===== src/hw/rtl/tccm_pkg.sv =====
`timescale 1ns / 1ps
// ----------------------------------------------------------------------------
// tccm_pkg
// Shared widths, register indexes, rotation codes and helpers of the touch
// calibrated coordinate map.
// ----------------------------------------------------------------------------
package tccm_pkg;

	localparam int PANEL_WIDTH  = 240;
	localparam int PANEL_HEIGHT = 64;
	localparam int PANEL_MAX    = (PANEL_WIDTH > PANEL_HEIGHT) ? PANEL_WIDTH : PANEL_HEIGHT;

	localparam int RAW_W   = 10;
	localparam int PRES_W  = 16;
	localparam int SCR_W   = 8;
	localparam int COEF_W  = 32;
	localparam int ROT_W   = 2;
	localparam int CFG_IDX_W = 3;

	// quotient bits needed to reach the panel limit
	localparam int QW     = $clog2(PANEL_MAX);
	localparam int CW     = QW + 1;
	localparam int MUL_W  = COEF_W + RAW_W + 1;
	localparam int NUM_W  = MUL_W + 2;
	localparam int REM_W  = COEF_W + QW;

	// abs, saturation check, one stage per quotient bit, clamp
	localparam int DIV_LAT  = QW + 3;
	// products, sums, divider, rotation
	localparam int PIPE_LAT = DIV_LAT + 3;

	localparam logic [QW-1:0] LIM_X = QW'(PANEL_WIDTH - 1);
	localparam logic [QW-1:0] LIM_Y = QW'(PANEL_HEIGHT - 1);
	localparam logic [CW-1:0] EDGE_X = CW'(PANEL_WIDTH);
	localparam logic [CW-1:0] EDGE_Y = CW'(PANEL_HEIGHT);

	localparam logic [CFG_IDX_W-1:0] REG_COEF_A = 3'd0;
	localparam logic [CFG_IDX_W-1:0] REG_COEF_B = 3'd1;
	localparam logic [CFG_IDX_W-1:0] REG_COEF_C = 3'd2;
	localparam logic [CFG_IDX_W-1:0] REG_COEF_D = 3'd3;
	localparam logic [CFG_IDX_W-1:0] REG_COEF_E = 3'd4;
	localparam logic [CFG_IDX_W-1:0] REG_COEF_F = 3'd5;
	localparam logic [CFG_IDX_W-1:0] REG_DET    = 3'd6;
	localparam logic [CFG_IDX_W-1:0] REG_ROT    = 3'd7;

	localparam logic [ROT_W-1:0] ROT_0   = 2'd0;
	localparam logic [ROT_W-1:0] ROT_90  = 2'd1;
	localparam logic [ROT_W-1:0] ROT_180 = 2'd2;
	localparam logic [ROT_W-1:0] ROT_270 = 2'd3;

	function automatic logic [SCR_W-1:0] fit_scr(input logic [CW-1:0] v);
		logic [CW+SCR_W-1:0] wide;
		wide = {{SCR_W{1'b0}}, v};
		return wide[SCR_W-1:0];
	endfunction

endpackage


===== src/hw/rtl/tccm_div.sv =====
`timescale 1ns / 1ps
// ----------------------------------------------------------------------------
// tccm_div
// Pipelined restoring divider, one quotient bit per stage, with the result
// truncated toward zero and clamped to 0..lim_max.
// ----------------------------------------------------------------------------
module tccm_div import tccm_pkg::*; (
	input  logic                     clk,
	input  logic                     en,
	input  logic signed [NUM_W-1:0]  num,
	input  logic signed [COEF_W-1:0] det,
	input  logic [QW-1:0]            lim_max,
	output logic [QW-1:0]            q
);

	logic              neg_s1;
	logic [NUM_W-1:0]  anum_s1;
	logic [COEF_W-1:0] adet_s1;

	logic              neg_st  [QW+1];
	logic              sat_st  [QW+1];
	logic [COEF_W-1:0] adet_st [QW+1];
	logic [REM_W-1:0]  rem_st  [QW+1];
	logic [QW-1:0]     quo_st  [QW+1];

	logic [QW-1:0]     q_so;

	// magnitudes, negative quotient clamps to zero
	always_ff @(posedge clk) begin
		if (en) begin
			neg_s1  <= num[NUM_W-1] ^ det[COEF_W-1];
			anum_s1 <= num[NUM_W-1] ? NUM_W'(-num) : NUM_W'(num);
			adet_s1 <= det[COEF_W-1] ? COEF_W'(-det) : COEF_W'(det);
		end
	end

	// quotient at or above 2^QW saturates
	always_ff @(posedge clk) begin
		if (en) begin
			neg_st[0]  <= neg_s1;
			sat_st[0]  <= anum_s1 >= NUM_W'({adet_s1, {QW{1'b0}}});
			adet_st[0] <= adet_s1;
			rem_st[0]  <= anum_s1[REM_W-1:0];
			quo_st[0]  <= '0;
		end
	end

	for (genvar j = 0; j < QW; j++) begin : g_step
		logic [REM_W-1:0] trial;
		logic             take;

		assign trial = REM_W'(adet_st[j]) << (QW - 1 - j);
		assign take  = rem_st[j] >= trial;

		always_ff @(posedge clk) begin
			if (en) begin
				neg_st[j+1]  <= neg_st[j];
				sat_st[j+1]  <= sat_st[j];
				adet_st[j+1] <= adet_st[j];
				rem_st[j+1]  <= take ? rem_st[j] - trial : rem_st[j];
				quo_st[j+1]  <= {quo_st[j][QW-2:0], take};
			end
		end
	end

	always_ff @(posedge clk) begin
		if (en) begin
			if (neg_st[QW]) begin
				q_so <= '0;
			end else if (sat_st[QW] || (quo_st[QW] > lim_max)) begin
				q_so <= lim_max;
			end else begin
				q_so <= quo_st[QW];
			end
		end
	end

	assign q = q_so;

endmodule


===== config.mk =====
export PLATFORM = sky130hd
export DESIGN_NAME = tccm_div
export DESIGN_NICKNAME = d
export VERILOG_FILES = /design/src/hw/rtl/tccm_pkg.sv /design/src/hw/rtl/tccm_div.sv
export SDC_FILE = /design/constraint.sdc
export NUM_CORES = 1
export LEC_CHECK = 0
export ABC_AREA = 1
export BUFFER_PORTS_ARGS = -buffer_cell sky130_fd_sc_hd__buf_2
export CAP_MARGIN = 20
export CORE_MARGIN = 2
export CORE_UTILIZATION = 55
export CTS_CLUSTER_DIAMETER = 100
export DETAILED_ROUTE_END_ITERATION = 10
export PLACE_DENSITY = 0.79
export SLEW_MARGIN = 40
export SYNTH_ARGS = -nofsm -noshare
export SYNTH_HDL_FRONTEND = slang
export SYNTH_SLANG_ARGS = --single-unit

===== constraint.sdc =====
create_clock -name clk -period 3.3 [get_ports clk]
set_clock_uncertainty 0.1 [all_clocks]
set_input_delay 0.66 -clock clk [delete_from_list [all_inputs] [get_ports clk]]
set_output_delay 0.66 -clock clk [all_outputs]
set_load 0.02 [all_outputs]

### Yosys cells after proc, flatten, opt, wreduce, memory -nomap -nowiden

Memories as Yosys holds them, arrays and structs flattened.
Cells that the tools add are included.

* muxes and demuxes: 13
* magnitude comparators: 10
* reduce and logical (&&, ||, !) cells: 1
* $add $sub $neg: 10
* bitwise gates (word level): 1

Operator list (number)
* $mux 40: 8
* $ge 45x40->1: 1
* $neg 45->45: 1
* $mux 44: 1
* $ge 40x32->1: 1
* $ge 40x33->1: 1
* $ge 40x34->1: 1
* $ge 40x35->1: 1
* $ge 40x36->1: 1
* $ge 40x37->1: 1
* $ge 40x38->1: 1
* $ge 40x39->1: 1
* $sub 40x32->40: 1
* $sub 40x33->40: 1
* $sub 40x34->40: 1
* $sub 40x35->40: 1
* $sub 40x36->40: 1
* $sub 40x37->40: 1
* $sub 40x38->40: 1
* $sub 40x39->40: 1
* $neg 32->32: 1
* $mux 31: 1
* $gt 8x8->1: 1
* $mux 8: 1
* 3 further kinds: 4

* bits in writable memories: 738
* bits in registers: 86
* output and inout bits: 8
* memories: 5
* bits of input ports: 87
* word-level logic and storage cells: 46

Memories
* rem_st: depth 9, bits a word 40, rd ports 8, clocked after memory_dff 0, wr ports 9, line tccm_div.sv:23 `logic [REM_W-1:0] rem_st [QW+1];`
* adet_st: depth 9, bits a word 32, rd ports 8, clocked after memory_dff 0, wr ports 9, line tccm_div.sv:22 `logic [COEF_W-1:0] adet_st [QW+1];`
* quo_st: depth 9, bits a word 8, rd ports 9, clocked after memory_dff 0, wr ports 9, line tccm_div.sv:24 `logic [QW-1:0] quo_st [QW+1];`
* neg_st: depth 9, bits a word 1, rd ports 9, clocked after memory_dff 0, wr ports 9, line tccm_div.sv:20 `logic neg_st [QW+1];`
* sat_st: depth 9, bits a word 1, rd ports 9, clocked after memory_dff 0, wr ports 9, line tccm_div.sv:21 `logic sat_st [QW+1];`

### Longest topological paths before layout

Gate-level depths: netlist of run 1.
An unclocked memory read counts as a cell.

* depth after elaboration: 4
* mapped depth: 16
* depth with buffers taken out: 16

### Least setup slack after synthesis of run 1

OpenSTA, ideal clock, no wires.

* kind: flip-flop to flip-flop
* start point: memory adet_st[3][0] (netlist: adet_st[0][96])
* end point: memory rem_st[0][174] (netlist bit) (data pin)
* stages on the path, launching flop included: 16
* path slack: 0.911 ns
* required time: 2.948 ns
* arrival time: 2.037 ns
* setup time: 0.252 ns
* cells stage by stage: edfxtp_1 -> ha_1 -> fa_1 -> inv_1 -> nand3_1 -> nand3_1 -> nand2_1 -> nand3_2 -> nand2_1 -> nand2_1 -> nand2_2 -> nand2_4 -> inv_4 -> buf_6 -> nand2_1 -> nand2_1

RTL lines (line)
* from (decl): tccm_div.sv:22
* to (decl): tccm_div.sv:23

==> flow_summary.html, run 1 <==
<table>
<tr><th>Metric</th><th>Value</th></tr>
<tr><th colspan="2">Run status</th></tr>
<tr><td>Run status</td><td>completed</td></tr>
<tr><th colspan="2">Layout</th></tr>
<tr><td>Signed area change from the synthesized netlist to the final layout</td><td>10.5%</td></tr>
<tr><td>Filler Cells Inserted</td><td>about 8000</td></tr>
<tr><td>Area taken by multi-input logic gates</td><td>between 20000 and 25000 µm²</td></tr>
<tr><td>Fraction of layout instances using a drive strength above 1</td><td>0.0629</td></tr>
<tr><td>Post-layout nets</td><td>roughly 7000</td></tr>
<tr><td>Number of antenna cells inserted</td><td>0</td></tr>
<tr><td>Sequential cell area</td><td>between 20000 and 25000 µm²</td></tr>
<tr><th colspan="2">Clocking</th></tr>
<tr><td>Post-cts resize count</td><td>0</td></tr>
<tr><td>Clock H-tree levels</td><td>3</td></tr>
<tr><td>Worst-skew pair later-pin latency</td><td>roughly 0.67 ns</td></tr>
<tr><td>Setup bufs post-CTS</td><td>0</td></tr>
<tr><td>Clock input transition at the sequential cells of the worst setup and hold paths</td><td>0.06 ns</td></tr>
<tr><td>Maximum buffer depth of the clock tree</td><td>3</td></tr>
<tr><td>CTS Root Cell</td><td>clkbuf_16</td></tr>
<tr><td>Quantity of hold-fixing buffers added after cts</td><td>0</td></tr>
<tr><td>TritonCTS Sinks</td><td>716</td></tr>
<tr><td>CTS tree</td><td>built</td></tr>
<tr><td>Number of clock buffers inserted by TritonCTS</td><td>80</td></tr>
<tr><th colspan="2">GRT</th></tr>
<tr><td>Gr ovfl total</td><td>0</td></tr>
<tr><td>First-pass GRT wire length</td><td>around 240 mm</td></tr>
<tr><td>Number of global-route vias before repair</td><td>40900</td></tr>
<tr><td>Global-route track usage on met1</td><td>0.447</td></tr>
<tr><td>Met2 demand-to-capacity share in global routing</td><td>0.599</td></tr>
<tr><td>Largest net degree at the start of global routing</td><td>between 100 and 150</td></tr>
<tr><td>Most congested layer reported by global routing</td><td>met2</td></tr>
<tr><td>Total track usage</td><td>0.357</td></tr>
<tr><td>Met3 routing resource usage after global routing</td><td>0.0632</td></tr>
<tr><td>Number of antenna violations at the first check in global routing</td><td>0</td></tr>
<tr><th colspan="2">Synth</th></tr>
<tr><td>Top cell type by total area after synthesis</td><td>edfxtp_1</td></tr>
<tr><td>Most frequently used cell type in the post-synthesis netlist</td><td>nand2_1</td></tr>
<tr><td>Warnings from Yosys</td><td>0</td></tr>
<tr><td>Share of the yosys chip area belonging to registers</td><td>0.440</td></tr>
<tr><td>Mapped Nets</td><td>around 6800</td></tr>
<tr><td>Async SR Flop Fraction</td><td>0</td></tr>
<tr><td>Top cells by area, synth</td><td>edfxtp_1 44%, nand2_1 18%, inv_1 9.1%</td></tr>
<tr><td>Post-synthesis average cell area</td><td>roughly 7.6 µm²</td></tr>
<tr><td>Area share of the largest cell type after synthesis</td><td>0.440</td></tr>
<tr><td>Count of flip-flops with a built-in enable after synthesis</td><td>716</td></tr>
<tr><td>Register bit count reported by yosys</td><td>between 700 and 800</td></tr>
<tr><td>Mapped Cells</td><td>between 6000 and 7000</td></tr>
<tr><td>Ranking of synthesized cells by instance count</td><td>2397 x nand2_1, 1181 x inv_1, 716 x edfxtp_1</td></tr>
<tr><td>Syn Std Cell Area</td><td>just under 50000 µm²</td></tr>
<tr><td>Unique masters post-synth</td><td>approximately 50</td></tr>
<tr><td>Commonest register cell after synthesis</td><td>edfxtp_1</td></tr>
<tr><th colspan="2">Die</th></tr>
<tr><td>Overall die area</td><td>~90000 µm²</td></tr>
<tr><td>DIE WIDTH</td><td>around 300 µm</td></tr>
<tr><td>DIE HEIGHT</td><td>between 300 and 400 µm</td></tr>
<tr><td>Standard-cell rows</td><td>roughly 110</td></tr>
<tr><td>Number of I/O pins</td><td>95</td></tr>
<tr><td>Initial standard-cell utilization of the core</td><td>0.554</td></tr>
<tr><td>Area of the placeable core</td><td>88200 µm²</td></tr>
<tr><th colspan="2">Place</th></tr>
<tr><td>Weighted congestion at the end of routability-driven global placement</td><td>between 1 and 1.5</td></tr>
<tr><td>Final HPWL DP</td><td>roughly 130 mm</td></tr>
<tr><td>Worst setup slack after placement</td><td>between 0.2 and 0.3 ns</td></tr>
<tr><td>IO Port Bufs</td><td>between 90 and 100</td></tr>
<tr><th colspan="2">Detailed routing</th></tr>
<tr><td>DRC violations left</td><td>0</td></tr>
<tr><td>Final Routed Wirelength</td><td>163 mm</td></tr>
<tr><td>Detailed-route via count</td><td>42600</td></tr>
<tr><td>Wire per inst</td><td>20.8 µm</td></tr>
<tr><td>Post-detailed-route count of antenna-violating nets</td><td>0</td></tr>
<tr><td>Count of routing violations after the opening detailed-route iteration</td><td>between 4000 and 5000</td></tr>
<tr><td>1st-pass router iterations</td><td>6</td></tr>
<tr><td>Routed vias/inst</td><td>between 5 and 6</td></tr>
<tr><th colspan="2">Worst hold path</th></tr>
<tr><td>Worst min path class</td><td>in2reg</td></tr>
<tr><th colspan="2">Setup path</th></tr>
<tr><td>Stage delay of the slowest cell on the critical path</td><td>0.54 ns</td></tr>
<tr><td>Signal arrival time at the worst endpoint</td><td>about 3.6 ns</td></tr>
<tr><td>Critical path's slowest cell</td><td>fa_1</td></tr>
<tr><td>Kind of critical path</td><td>reg2reg</td></tr>
<tr><td>Cell with the most instances on the worst path</td><td>nand2_1</td></tr>
<tr><td>Required time of the worst setup path</td><td>about 3.7 ns</td></tr>
<tr><td>Crit-path cells</td><td>ha_1 &gt; inv_1 &gt; fa_1 &gt; nand2_1 &gt; nand3_2 &gt; nand2_1 &gt; nand2_2 &gt; nand2_2 &gt; nand2_2 &gt; nand2_4 &gt; nand2_8 &gt; inv_4 &gt; nand2_1 &gt; nand2_1</td></tr>
<tr><td>CP endpoint kind</td><td>flip-flop</td></tr>
<tr><td>Max Fanout on Critical Path</td><td>22</td></tr>
<tr><td>Startpoint kind of the worst setup timing path</td><td>flip-flop</td></tr>
<tr><th colspan="2">Flow run</th></tr>
<tr><td>Max capacitance violation total</td><td>0</td></tr>
<tr><th colspan="2">Timing</th></tr>
<tr><td>Final setup violation count</td><td>0</td></tr>
<tr><td>Max-slew headroom at the worst pin</td><td>0.469</td></tr>
<tr><td>Setup repair after global routing missed its margin</td><td>no</td></tr>
<tr><td>Max Slew Vio Count</td><td>0</td></tr>
<tr><td>Number of hold violations in the final report</td><td>0</td></tr>
<tr><td>Peak clock frequency supported by timing</td><td>~320 MHz</td></tr>
<tr><td>Tmin final</td><td>~3.2 ns</td></tr>
<tr><td>Accumulated negative setup slack</td><td>0 ns</td></tr>
<tr><td>Final period utilization</td><td>0.955</td></tr>
<tr><td>Worst-Margin Slew</td><td>0.790 ns</td></tr>
<tr><td>Crit path setup slack, layout</td><td>roughly 0.15 ns</td></tr>
<tr><th colspan="2">Pwr</th></tr>
<tr><td>Power per Cell Area</td><td>around 750 nW/µm²</td></tr>
<tr><td>Peak supply drop</td><td>roughly 570 µV</td></tr>
<tr><td>Leakage power</td><td>around 27 nW</td></tr>
<tr><td>Total power draw</td><td>0.0406 W</td></tr>
</table>
critical path, delay by kind of cell, from the launching register on:
kind | cells | cell delay [ns]
fa+ha+maj | 2 | 0.78
buf+inv | 2 | 0.45
flops | 1 | 0.45
simple gates | 10 | 1.22
registers in the layout (all words and copies together) (netlist names):
register,count
rem_st,320
adet_st,256
anum_s1,45
quo_st,36
adet_s1,32
neg_st,9
sat_st,9
q,8
neg_s1,1
path summary, 6_finish.rpt:
kind	from	end	slack, ns	cells past startpoint
worst min-delay path	num[0]	anum_s1[0]$_DFFE_PP_	0.11	1
worst min register to register	sat_st[1]$_DFFE_PP_	sat_st[2]$_DFFE_PP_	0.31	0
worst max-delay path	adet_st[0][160]$_DFFE_PP_	rem_st[0][250]$_DFFE_PP_	0.15	14
worst max register to register	adet_st[0][160]$_DFFE_PP_	rem_st[0][250]$_DFFE_PP_	0.15	14
cell usage in the layout (no fill, tap or decap), types with 85 or more instances in the layout:
cell type,Yosys,routed
nor2_1,512,512
ha_1,298,298
a21oi_1,224,224
nand4_1,85,85
edfxtp_1,716,716
nand2_1,2397,2397
inv_1,1181,1181
buf_2,10,93
xor2_1,151,151
nand3_1,352,352
per-layer routing:
metal / vias up / part of all wire
li1: 20700 / -
met3: 389 / 0.072
met2: 1737 / 0.47
met5: - / 0
met4: 0 / 0.057
met1: 19800 / 0.40
area by class of cell:
class / instances / share of cell area
clock buffer: 83 / 0.0373
clock inverter: 63 / 0.0160
inverter: 1202 / 0.0837
multi-input combinational: 4444 / 0.414
sequential: 716 / 0.398
tap: 1165 / 0.0270
timing repair buffer: 170 / 0.0234
logic make-up after synthesis:
family	count (synthesis)	synth area share
XOR/XNOR	179	0.0321
buffers and inverters	1258	0.102
AO/OA/AOI/OAI	357	0.0401
flip-flops	716	0.440
adder cells (fa/ha/maj)	305	0.0791
AND/OR/NAND/NOR	3603	0.306
where the power goes:
group          leakage, nW  switching (W)  internal (W)  total [W]
clock                 1.39        0.00403       0.00572    0.00975
combinational         18.6         0.0114       0.00540     0.0168
sequential            6.97        0.00166        0.0124     0.0141
total                 27.0         0.0171        0.0235     0.0406
per-stage QoR:
stage	hold WS (ns)	std cells	util	area [µm²]
finish	0.115	7843	0.612	54000
global route	0.0941	7843	0.612	54000
CTS	0.0866	7843	0.612	54000
detailed placement	0.305	7697	0.579	51100
global placement	0.300	7697	0.579	51100
floorplan	0.300	6418	-	48900
No activity file was read; power rests on OpenSTA's default activity.
==> run 2: changes to the inputs <==
- CORE_MARGIN: 2 -> unset
==> run 2 against run 1 <==
Total power is 1.8% lower; setup slack better by 0.0073 ns; sequential power hardly changed; final area is 0.38% lower; hold slack worse by 0.0096 ns; maximum frequency is 0.23% higher; final cell count hardly changed.
==> flow_summary.html, run 2 (synthesis gave the netlist of run 1 again) <==
<table>
<tr><th>Metric</th><th>Value</th></tr>
<tr><th colspan="2">Run status</th></tr>
<tr><td>Run status</td><td>completed</td></tr>
<tr><th colspan="2">Detailed routing</th></tr>
<tr><td>Routed vias/inst</td><td>between 5 and 6</td></tr>
<tr><td>Post-detailed-route count of antenna-violating nets</td><td>0</td></tr>
<tr><td>Wire per inst</td><td>20.6 µm</td></tr>
<tr><td>Final Routed Wirelength</td><td>between 150 and 200 mm</td></tr>
<tr><td>DRC violations left</td><td>0</td></tr>
<tr><td>Count of routing violations after the opening detailed-route iteration</td><td>~4300</td></tr>
<tr><td>Detailed-route via count</td><td>~43000</td></tr>
<tr><td>1st-pass router iterations</td><td>6</td></tr>
<tr><th colspan="2">Timing</th></tr>
<tr><td>Max Slew Vio Count</td><td>0</td></tr>
<tr><td>Final period utilization</td><td>0.953</td></tr>
<tr><td>Crit path setup slack, layout</td><td>approximately 0.16 ns</td></tr>
<tr><td>Peak clock frequency supported by timing</td><td>318 MHz</td></tr>
<tr><td>Accumulated negative setup slack</td><td>0 ns</td></tr>
<tr><td>Setup repair after global routing missed its margin</td><td>no</td></tr>
<tr><td>Tightest hold margin</td><td>0.105 ns</td></tr>
<tr><td>Worst-Margin Slew</td><td>about 0.92 ns</td></tr>
<tr><td>Final setup violation count</td><td>0</td></tr>
<tr><td>Tmin final</td><td>between 3 and 4 ns</td></tr>
<tr><td>Max-slew headroom at the worst pin</td><td>0.387</td></tr>
<tr><td>Number of hold violations in the final report</td><td>0</td></tr>
<tr><th colspan="2">Pwr</th></tr>
<tr><td>Leakage power</td><td>26.9 nW</td></tr>
<tr><td>Clock network fraction of design power</td><td>0.231</td></tr>
<tr><td>Combinational Power Share</td><td>0.417</td></tr>
<tr><td>Pint</td><td>around 0.023 W</td></tr>
<tr><td>Total power draw</td><td>between 0.03 and 0.04 W</td></tr>
<tr><td>Peak supply drop</td><td>slightly below 500 µV</td></tr>
<tr><td>Switching share of total power</td><td>0.422</td></tr>
<tr><td>Sequential share of power</td><td>0.352</td></tr>
<tr><td>Sw Pwr</td><td>between 0.015 and 0.02 W</td></tr>
<tr><td>Power per Cell Area</td><td>742 nW/µm²</td></tr>
<tr><th colspan="2">Clocking</th></tr>
<tr><td>CTS Root Cell</td><td>clkbuf_16</td></tr>
<tr><td>Worst-skew pair later-pin latency</td><td>0.67 ns</td></tr>
<tr><td>Setup bufs post-CTS</td><td>0</td></tr>
<tr><td>Clock input transition at the sequential cells of the worst setup and hold paths</td><td>about 0.06 ns</td></tr>
<tr><td>CTS tree</td><td>built</td></tr>
<tr><td>TritonCTS Sinks</td><td>slightly above 700</td></tr>
<tr><td>Number of clock buffers inserted by TritonCTS</td><td>79</td></tr>
<tr><td>Clock H-tree levels</td><td>3</td></tr>
<tr><td>Maximum buffer depth of the clock tree</td><td>3</td></tr>
<tr><th colspan="2">Setup path</th></tr>
<tr><td>Signal arrival time at the worst endpoint</td><td>3.48 ns</td></tr>
<tr><td>Required time of the worst setup path</td><td>3.63 ns</td></tr>
<tr><td>CP endpoint kind</td><td>flip-flop</td></tr>
<tr><td>Startpoint kind of the worst setup timing path</td><td>flip-flop</td></tr>
<tr><td>Max Fanout on Critical Path</td><td>5</td></tr>
<tr><td>Kind of critical path</td><td>reg2reg</td></tr>
<tr><th colspan="2">Die</th></tr>
<tr><td>Standard-cell rows</td><td>between 100 and 150</td></tr>
<tr><td>Number of I/O pins</td><td>95</td></tr>
<tr><td>Initial standard-cell utilization of the core</td><td>0.559</td></tr>
<tr><td>Overall die area</td><td>roughly 90000 µm²</td></tr>
<tr><td>DIE WIDTH</td><td>around 300 µm</td></tr>
<tr><td>Area of the placeable core</td><td>roughly 87000 µm²</td></tr>
<tr><td>DIE HEIGHT</td><td>300 µm</td></tr>
<tr><th colspan="2">GRT</th></tr>
<tr><td>First-pass GRT wire length</td><td>242 mm</td></tr>
<tr><td>Gr ovfl total</td><td>0</td></tr>
<tr><td>Number of global-route vias before repair</td><td>approximately 41000</td></tr>
<tr><td>Number of antenna violations at the first check in global routing</td><td>0</td></tr>
<tr><td>Total track usage</td><td>0.358</td></tr>
<tr><td>Largest net degree at the start of global routing</td><td>slightly above 100</td></tr>
<tr><th colspan="2">Layout</th></tr>
<tr><td>Cell Count, Final, Fillers Out</td><td>~7800</td></tr>
<tr><td>Most common cell after layout, fill and taps aside</td><td>nand2_1</td></tr>
<tr><td>Register with the highest flop count</td><td>rem_st</td></tr>
<tr><td>Signed area change from the synthesized netlist to the final layout</td><td>10.1%</td></tr>
<tr><td>Largest registers</td><td>rem_st: 320 flops, adet_st: 256 flops, anum_s1: 45 flops</td></tr>
<tr><td>Flip-flop count of the largest register, all copies and words added</td><td>between 300 and 400</td></tr>
<tr><td>Fraction of layout instances using a drive strength above 1</td><td>0.0625</td></tr>
<tr><td>Commonest cells after routing, fill and taps aside</td><td>2397 x nand2_1, 1181 x inv_1, 716 x edfxtp_1</td></tr>
<tr><td>Post-layout nets</td><td>between 7000 and 8000</td></tr>
<tr><th colspan="2">Place</th></tr>
<tr><td>Weighted congestion at the end of routability-driven global placement</td><td>a little over 1</td></tr>
<tr><td>Final HPWL DP</td><td>about 130 mm</td></tr>
<tr><td>Placed Cells</td><td>between 7000 and 8000</td></tr>
<tr><td>IO Port Bufs</td><td>between 90 and 100</td></tr>
<tr><td>Worst setup slack after placement</td><td>0.0410 ns</td></tr>
<tr><th colspan="2">Flow run</th></tr>
<tr><td>Max capacitance violation total</td><td>0</td></tr>
<tr><th colspan="2">Worst hold path</th></tr>
<tr><td>Worst min path class</td><td>in2reg</td></tr>
</table>
==> run 2: cell types whose count changed in the layout (fill, tap and decap cells not counted), sizes merged <==
cell | previous run | this run
clkbuf | 83 | 94
buf | 170 | 176
bufinv | 15 | 10
clkinv | 38 | 34
inv | 1208 | 1204
clkinvlp | 4 | 5
diode | 0 | 1
==> run 2: per-layer routing <==
layer | track usage | wire length [µm] | vias to the layer above
li1 | - | - | 20800
met1 | 0.448 | 64900 | 19700
met2 | 0.600 | 75600 | 1663
met3 | 0.0538 | 11200 | 407
met4 | 0.186 | 9650 | 0
met5 | 0 | 0 | -
==> run 2: final timing paths <==
path / start / endpoint / slack, ns / depth (start not counted)
hold reg to reg: quo_st[1][11]$_DFFE_PP_ / quo_st[1][20]$_DFFE_PP_ / 0.31 / 0
setup reg to reg: adet_st[0][214]$_DFFE_PP_ / rem_st[0][306]$_DFFE_PP_ / 0.16 / 13
hold / removal: num[0] / anum_s1[0]$_DFFE_PP_ / 0.11 / 1
setup / recovery: adet_st[0][214]$_DFFE_PP_ / rem_st[0][306]$_DFFE_PP_ / 0.16 / 13
==> run 2: area by class of cell <==
cell class | count | area [µm²]
Fill cell | 7926 | 33600
Inverter | 1202 | 4520
Tap cell | 1155 | 1450
Timing Repair Buffer | 176 | 1270
Clock buffer | 94 | 2030
Sequential cell | 716 | 21500
Multi-Input combinational cell | 4444 | 22400
Clock inverter | 51 | 639
Antenna cell | 1 | 2.50
==> run 2: through the flow <==
step	util	area [µm²]
6_report	0.615	53800
2_1_floorplan	-	48900
4_1_cts	0.615	53800
5_1_grt	0.615	53800
3_3_place_gp	0.585	51100
3_5_place_dp	0.585	51100
==> run 2: critical path, cell delays in order, from the launching register on <==
cell,delay (ns)
edfxtp_1,0.61
inv_1,0.09
ha_1,0.43
nand2_1,0.13
nor2_1,0.27
nand2_1,0.16
inv_1,0.12
nand3_2,0.11
nand3_2,0.15
nand2_2,0.07
nand2_4,0.11
nand3_1,0.10
buf_4,0.17
nand2_1,0.29
==> run 2: power by group through the flow <==
stage	sequential, W	combinational (W)	clock, W
final	0.0140	0.0166	0.00924
after global routing	0.0141	0.0186	0.00965
after CTS	0.0140	0.0164	0.00933
after detailed placement	0.0141	0.0163	0
after global placement	0.0141	0.0161	0
after floorplan	0.0131	0.0115	0
==> run 2: timing repair <==
action | CTS | global route
resized for setup | 0 | 1
hold buffers | 0 | 0
setup endpoints to repair | 0 | 1
